==> src/hdl/gdd_pkg.sv <==
// Shared types, constants and unit decoding for the Gregorian date decrement block.
// No dependencies; used by gdd_step and gregorian_date_decrement.
package gdd_pkg;

    // Count bits honoured from the 16-bit count field (1..16).
    localparam int COUNT_BITS = 16;
    localparam int CNT_W      = (COUNT_BITS < 16) ? COUNT_BITS : 16;
    // Step counter: a week count is seven day steps.
    localparam int LEFT_W     = CNT_W + 3;
    localparam int SCALE_W    = 10;

    // Unit selector codes.
    localparam logic [2:0] FN_DAY        = 3'd0;
    localparam logic [2:0] FN_WEEK       = 3'd1;
    localparam logic [2:0] FN_MONTH      = 3'd2;
    localparam logic [2:0] FN_YEAR       = 3'd3;
    localparam logic [2:0] FN_DECADE     = 3'd4;
    localparam logic [2:0] FN_CENTURY    = 3'd5;
    localparam logic [2:0] FN_MILLENNIUM = 3'd6;

    // Operations of the shared step unit.
    localparam logic [1:0] OP_NONE  = 2'd0;
    localparam logic [1:0] OP_DAY   = 2'd1;
    localparam logic [1:0] OP_MONTH = 2'd2;
    localparam logic [1:0] OP_YEAR  = 2'd3;

    typedef struct packed {
        logic [4:0]  day;
        logic [3:0]  month;
        logic [15:0] year;
    } t_date;

    typedef struct packed {
        logic [1:0]         op;
        logic [SCALE_W-1:0] scale;
    } t_step_req;

    function automatic logic [1:0] op_of(input logic [2:0] func);
        logic [1:0] op;
        case (func) inside
            FN_DAY, FN_WEEK: op = OP_DAY;
            FN_MONTH:        op = OP_MONTH;
            FN_YEAR, FN_DECADE, FN_CENTURY, FN_MILLENNIUM: op = OP_YEAR;
            default:         op = OP_NONE;
        endcase
        return op;
    endfunction

    function automatic logic [SCALE_W-1:0] scale_of(input logic [2:0] func);
        logic [SCALE_W-1:0] s;
        case (func)
            FN_YEAR:       s = SCALE_W'(1);
            FN_DECADE:     s = SCALE_W'(10);
            FN_CENTURY:    s = SCALE_W'(100);
            FN_MILLENNIUM: s = SCALE_W'(1000);
            default:       s = '0;
        endcase
        return s;
    endfunction

endpackage

==> src/hdl/gdd_step.sv <==
// Shared step unit: moves a date back by one day, one month, or a scaled count of years.
// Depends on gdd_pkg for the date and request types.
module gdd_step (
    input  gdd_pkg::t_step_req           i_req,
    input  gdd_pkg::t_date               i_date,
    input  logic [gdd_pkg::CNT_W-1:0]    i_count,
    output gdd_pkg::t_date               o_date
);

    // Multiplicative inverse of 25 modulo 2^16 and the divisibility bound.
    localparam logic [15:0] INV25   = 16'd23593;
    localparam logic [15:0] DIV25_MAX = 16'd2621;

    logic [15:0] year_abs;
    logic [15:0] inv_prod;
    logic        div4;
    logic        div16;
    logic        div25;
    logic        leap;
    logic [3:0]  month_prev;
    logic [4:0]  prev_len;
    logic [15:0] count_ext;
    logic [15:0] year_prod;

    function automatic logic [4:0] month_days(input logic [3:0] m, input logic lp);
        logic [4:0] len;
        case (m) inside
            4'd4, 4'd6, 4'd9, 4'd11: len = 5'd30;
            4'd2:                    len = lp ? 5'd29 : 5'd28;
            default:                 len = 5'd31;
        endcase
        return len;
    endfunction

    // Gregorian rule on the signed year: divisible by 4 but not 100, or by 400.
    assign year_abs = i_date.year[15] ? (16'd0 - i_date.year) : i_date.year;
    assign inv_prod = year_abs * INV25;
    assign div4     = (i_date.year[1:0] == 2'b00);
    assign div16    = (i_date.year[3:0] == 4'b0000);
    assign div25    = (inv_prod <= DIV25_MAX);
    assign leap     = (div4 && !div25) || (div16 && div25);

    assign month_prev = i_date.month - 4'd1;
    assign prev_len   = month_days(month_prev, leap);

    // the year wraps modulo 2^16, so the low half of the product is enough
    assign count_ext = 16'(i_count);
    assign year_prod = count_ext * 16'(i_req.scale);

    always_comb begin
        o_date = i_date;
        unique case (i_req.op)
            gdd_pkg::OP_DAY: begin
                if (i_date.day <= 5'd1) begin
                    if (i_date.month <= 4'd1) begin
                        o_date.day   = 5'd31;
                        o_date.month = 4'd12;
                        o_date.year  = i_date.year - 16'd1;
                    end else begin
                        o_date.month = month_prev;
                        o_date.day   = prev_len;
                    end
                end else begin
                    o_date.day = i_date.day - 5'd1;
                end
            end
            gdd_pkg::OP_MONTH: begin
                if (i_date.month <= 4'd1) begin
                    // December is always 31 days long: no clamp needed
                    o_date.month = 4'd12;
                    o_date.year  = i_date.year - 16'd1;
                end else begin
                    o_date.month = month_prev;
                    if (i_date.day > prev_len) begin
                        o_date.day = prev_len;
                    end
                end
            end
            gdd_pkg::OP_YEAR: begin
                o_date.year = i_date.year - year_prod;
            end
            default: begin
                o_date = i_date;
            end
        endcase
    end

endmodule

==> src/hdl/gregorian_date_decrement.sv <==
// Top level of the Gregorian date decrement block: sequencer, step counter, output register.
// Depends on gdd_pkg and gdd_step.
//
//  channel | valid   | ready   | payload
//  --------+---------+---------+--------------------------------------------------
//  input   | i_valid | o_ready | i_day_in, i_month_in, i_year_in, i_func, i_count
//  output  | o_valid | i_ready | o_day_out, o_month_out, o_year_out
//
// The single step unit moves the date one day or one month a cycle.
// o_ready is high only while the sequencer is idle; a finished result sits in the output
// register, so a new beat may be taken while it waits. A result that finds the output
// register still full holds in the sequencer until it is taken.
// Reset (synchronous, active low) clears the sequencer and the output valid.
module gregorian_date_decrement (
    input  logic                 i_clk,
    input  logic                 i_rst_n,
    input  logic                 i_valid,
    output logic                 o_ready,
    input  logic [4:0]           i_day_in,
    input  logic [3:0]           i_month_in,
    input  logic signed [15:0]   i_year_in,
    input  logic [2:0]           i_func,
    input  logic [15:0]          i_count,
    output logic                 o_valid,
    input  logic                 i_ready,
    output logic [4:0]           o_day_out,
    output logic [3:0]           o_month_out,
    output logic signed [15:0]   o_year_out
);

    localparam logic S_IDLE = 1'b0;
    localparam logic S_RUN  = 1'b1;

    logic                         r_state;
    logic                         n_state;
    logic [gdd_pkg::LEFT_W-1:0]   r_left;
    logic [gdd_pkg::LEFT_W-1:0]   n_left;
    logic [gdd_pkg::CNT_W-1:0]    r_count;
    gdd_pkg::t_step_req           r_req;
    gdd_pkg::t_date               r_date;
    gdd_pkg::t_date               n_date;
    gdd_pkg::t_date               step_date;
    logic                         r_out_valid;
    gdd_pkg::t_date               r_out;

    logic                         accept;
    logic                         finish;
    logic [gdd_pkg::CNT_W-1:0]    cnt_in;
    logic [gdd_pkg::LEFT_W-1:0]   cnt_ext;
    logic [4:0]                   day_norm;
    logic [3:0]                   month_norm;

    gdd_step u_step (
        .i_req   (r_req),
        .i_date  (r_date),
        .i_count (r_count),
        .o_date  (step_date)
    );

    assign o_ready = (r_state == S_IDLE);
    assign accept  = i_valid && o_ready;
    assign finish  = (r_state == S_RUN) && (r_left == '0) && (!r_out_valid || i_ready);

    assign cnt_in     = i_count[gdd_pkg::CNT_W-1:0];
    assign cnt_ext    = gdd_pkg::LEFT_W'(cnt_in);
    assign day_norm   = (i_day_in == 5'd0) ? 5'd1 : i_day_in;
    assign month_norm = (i_month_in == 4'd0) ? 4'd1 :
                        (i_month_in > 4'd12) ? 4'd12 : i_month_in;

    always_comb begin
        n_state = r_state;
        n_left  = r_left;
        n_date  = r_date;
        unique case (r_state)
            S_IDLE: begin
                if (accept) begin
                    n_state = S_RUN;
                    n_date  = '{day: day_norm, month: month_norm, year: i_year_in};
                    case (gdd_pkg::op_of(i_func))
                        gdd_pkg::OP_DAY: begin
                            // a week is seven day steps
                            n_left = (i_func == gdd_pkg::FN_WEEK) ?
                                     ((cnt_ext << 3) - cnt_ext) : cnt_ext;
                        end
                        gdd_pkg::OP_MONTH: n_left = cnt_ext;
                        gdd_pkg::OP_YEAR:  n_left = gdd_pkg::LEFT_W'(1);
                        default:           n_left = '0;
                    endcase
                end
            end
            S_RUN: begin
                if (r_left != '0) begin
                    n_date = step_date;
                    n_left = r_left - gdd_pkg::LEFT_W'(1);
                end else if (finish) begin
                    n_state = S_IDLE;
                end
            end
            default: n_state = S_IDLE;
        endcase
    end

    always_ff @(posedge i_clk) begin
        if (!i_rst_n) begin
            r_state     <= S_IDLE;
            r_left      <= '0;
            r_out_valid <= 1'b0;
        end else begin
            r_state <= n_state;
            r_left  <= n_left;
            if (finish) begin
                r_out_valid <= 1'b1;
            end else if (i_ready) begin
                r_out_valid <= 1'b0;
            end
        end
    end

    always_ff @(posedge i_clk) begin
        r_date <= n_date;
        if (accept) begin
            r_count     <= cnt_in;
            r_req.op    <= gdd_pkg::op_of(i_func);
            r_req.scale <= gdd_pkg::scale_of(i_func);
        end
        if (finish) begin
            r_out <= r_date;
        end
    end

    assign o_valid     = r_out_valid;
    assign o_day_out   = r_out.day;
    assign o_month_out = r_out.month;
    assign o_year_out  = r_out.year;

    a_accept_runs: assert property (@(posedge i_clk) disable iff (!i_rst_n)
        accept |=> (r_state == S_RUN))
        else $error("accepted beat did not start the sequencer");

    a_finish_loads: assert property (@(posedge i_clk) disable iff (!i_rst_n)
        finish |=> (o_valid && (r_state == S_IDLE)))
        else $error("finished item did not reach the output register");

    a_run_normalised: assert property (@(posedge i_clk) disable iff (!i_rst_n)
        (r_state == S_RUN) |-> ((r_date.day != 5'd0) && (r_date.month >= 4'd1)
                                && (r_date.month <= 4'd12)))
        else $error("working date left the normalised range");

    a_out_normalised: assert property (@(posedge i_clk) disable iff (!i_rst_n)
        o_valid |-> ((o_day_out != 5'd0) && (o_month_out >= 4'd1) && (o_month_out <= 4'd12)))
        else $error("result date out of range");

endmodule

==> config.mk <==
export PLATFORM = sky130hd
export DESIGN_NAME = gregorian_date_decrement
export DESIGN_NICKNAME = d
export VERILOG_FILES = /design/src/hdl/gdd_pkg.sv /design/src/hdl/gdd_step.sv /design/src/hdl/gregorian_date_decrement.sv
export SDC_FILE = /design/constraint.sdc
export NUM_CORES = 1
export LEC_CHECK = 0
export ABC_AREA = 0
export BUFFER_PORTS_ARGS = -buffer_cell sky130_fd_sc_hd__buf_4
export CORE_ASPECT_RATIO = 1.1
export CORE_MARGIN = 1
export CORE_UTILIZATION = 45
export CTS_BUF_LIST = sky130_fd_sc_hd__clkbuf_8
export CTS_CLUSTER_SIZE = 40
export DETAILED_ROUTE_END_ITERATION = 12
export PLACE_DENSITY = 0.69
export SLEW_MARGIN = 20
export SYNTH_ARGS = -nofsm -noshare
export SYNTH_HDL_FRONTEND = slang
export SYNTH_SLANG_ARGS = --single-unit
export TNS_END_PERCENT = 50
==> constraint.sdc <==
create_clock -name i_clk -period 9 [get_ports i_clk]
set_input_delay 0.45 -clock i_clk [delete_from_list [all_inputs] [get_ports i_clk]]
set_output_delay 0.45 -clock i_clk [all_outputs]
set_load 0.01 [all_outputs]
==> out/metrics.cfg <==
[worst_setup_path]
arrival_ns=7.83
startpoint_type=flip-flop
end_kind=flip-flop
worstSetupPathType=flip-flop to flip-flop
cp_max_fo=13
reg2reg_slack_ns=1.21
required_ns=9.04

[layout]
final_common_cell=inv_1
final_cell_mix=inv_1 (177), ha_1 (131), nand2_1 (127), fa_1 (93), buf_4 (77)
drive_gt1_share_pct=8.85
nets=1498
area_growth_pct=9.69

[clocking]
path_clk_slew_ns=0.11
cts_made_buffers=9
ctsHoldBuffers=0
tritoncts=built
cts.sinks=95
clkLatencyLatePin_ns=0.39
cts_resized=0
ctsLongestPathBuffers=2
post-cts-setup-buffer-count=0
htreeDepth=3
cts-root-buf=clkbuf_8

[logic_synthesis]
ys.warnings.count=0
syn_avg_cell_area_sq_um=9.20
synth-main-ff-cell=edfxtp_1
yosysSeqAreaShare_pct=24.5
syn_area_sq_mm=0.0108
synth-edff-count=74
synth.distinct_cells=63
async_reset_ff_share_pct=0
ys_seq_elements=95
syn_inst=1171
synth_fp_nets=1443

[detailed_routing]
final_antenna_net_count=0
via_per_inst=5.50
drtIter0Drc=528
routed_wl_mm=25.6
wl_per_cell_um=16.7
via_count=8457
drc=0
drtPass1Iterations=5

[floorplan]
die_width_um=150
start_util_pct=45.7
io_pins=75
die_area_sq_mm=0.0246
rows=59
core-area_sq_mm=0.0235
chipHeight_um=164

[timing]
worstMarginPinSlew_ns=1.05
maxSlewHeadroom_pct=30.2
hold_viol=0
fmax_mhz=128
rsz0062_at_grt=false
finClkSkew_ns=0.00880
setup_viol=0
period_share_pct=86.5
drv_slew=0
period_needed_ns=7.79
setup-tns-final_ns=0

[global_routing]
groute.layer.met2.usage_pct=39.1
busiest_layer=met2
grt_pass1_vias=8353
antenna_found_initial=0
grt_max_degree=65
grtUsageTotal_pct=22.2
overflow=0
grt_pass1_wl_mm=42.1
grt.met1_usage_pct=27.5
grt_util_met3_pct=3.47

[placed_design]
place.gp.congestion=0.878
port-buffer-count=74
dp_hpwl_mm=20.4

[min_path]
holdCritPathClass=input pin to flip-flop

[run]
cap_viol_max_count=0

[status]
status=finished, final reports clean

## state kept, by name, indices dropped and copies added, names as in the netlist, 4 cells and up
register,cells
r_date,25
o_year_out,16
r_left,19
o_month_out,4
r_count,16
r_req,8
o_day_out,5
## worst paths after layout
path	end	start	cells after the start
max reg2reg	r_date[21]	r_date[0]	27
max	r_date[21]	r_date[0]	27
min reg2reg	r_left[18]	r_left[18]	2
min	r_count[7]	i_count[7]	1
## area by class of cell
| class | instances | area (sq um) |
|---|---|---|
| clock buffer | 10 | 138 |
| antenna | 1 | 2.50 |
| multi-input combinational | 866 | 7340 |
| timing repair buffer | 77 | 578 |
| fill | 2214 | 11700 |
| inverter | 177 | 664 |
| tap | 305 | 382 |
| clock inverter | 6 | 65.1 |
| sequential | 95 | 2640 |
## logic make-up (layout without fill, tap and decap cells)
logic type / count (synthesis) / in the layout / synth area share [%]
AO/OA/AOI/OAI: 223 / 223 / 13.2
XOR/XNOR: 93 / 93 / 7.82
adder cells (fa/ha/maj): 224 / 224 / 32.5
buffers and inverters: 210 / 270 / 7.38
flip-flops: 95 / 95 / 24.5
multiplexers: 3 / 3 / 0.314
other: 0 / 1 / 0
AND/OR/NAND/NOR: 323 / 323 / 14.3
## per-stage QoR
step	utilization, %	setup WS [ns]	hold slack [ns]	std cells	cell area [sq um]
after floorplan	-	1.89	0.424	1171	10800
after global placement	49.3	1.56	0.475	1520	11600
after detailed placement	49.3	1.29	0.484	1520	11600
after CTS	50.2	1.24	0.247	1536	11800
after global routing	50.2	0.767	0.264	1536	11800
final	50.2	1.21	0.274	1537	11800
## per-layer routing
metal	wire, um	vias up
li1	-	4060
met1	10700	4121
met2	12800	239
met3	1510	37
met4	579	0
met5	0	-
## synth_stat cells, types with 18 or more instances
library cell / number / area [sq um]
nor3_1: 23 / 115
nor2_1: 61 / 229
a21oi_1: 48 / 240
and2_1: 34 / 213
inv_1: 177 / 664
edfxtp_1: 74 / 2220
o21ai_0: 62 / 310
nand2_1: 127 / 477
xor2_1: 22 / 193
nand3_1: 18 / 90.1
fa_1: 93 / 1860
xnor2_1: 69 / 604
ha_1: 131 / 1640
clkbuf_1: 27 / 101
dfxtp_1: 21 / 420
## critical path: stages, from the launching register on
cell	delay, ns
edfxtp_1	0.63
inv_1	0.15
ha_1	0.32
nor3b_1	0.22
buf_4	0.19
nand2_1	0.11
nor4_1	0.57
nand3_1	0.22
nand2_1	0.13
xor2_1	0.19
fa_1	0.43
inv_1	0.07
ha_1	0.23
fa_1	0.47
fa_1	0.52
ha_1	0.23
xor2_1	0.15
xnor2_1	0.21
xnor2_1	0.15
xnor3_1	0.25
and3_1	0.19
o21a_1	0.16
o31a_1	0.26
ha_1	0.28
a21oi_1	0.14
nand4_1	0.12
or3_1	0.36
a31oi_1	0.48
Power is not shown: default switching activity piles up to over one toggle a cycle in this logic, so the estimate is an artifact.
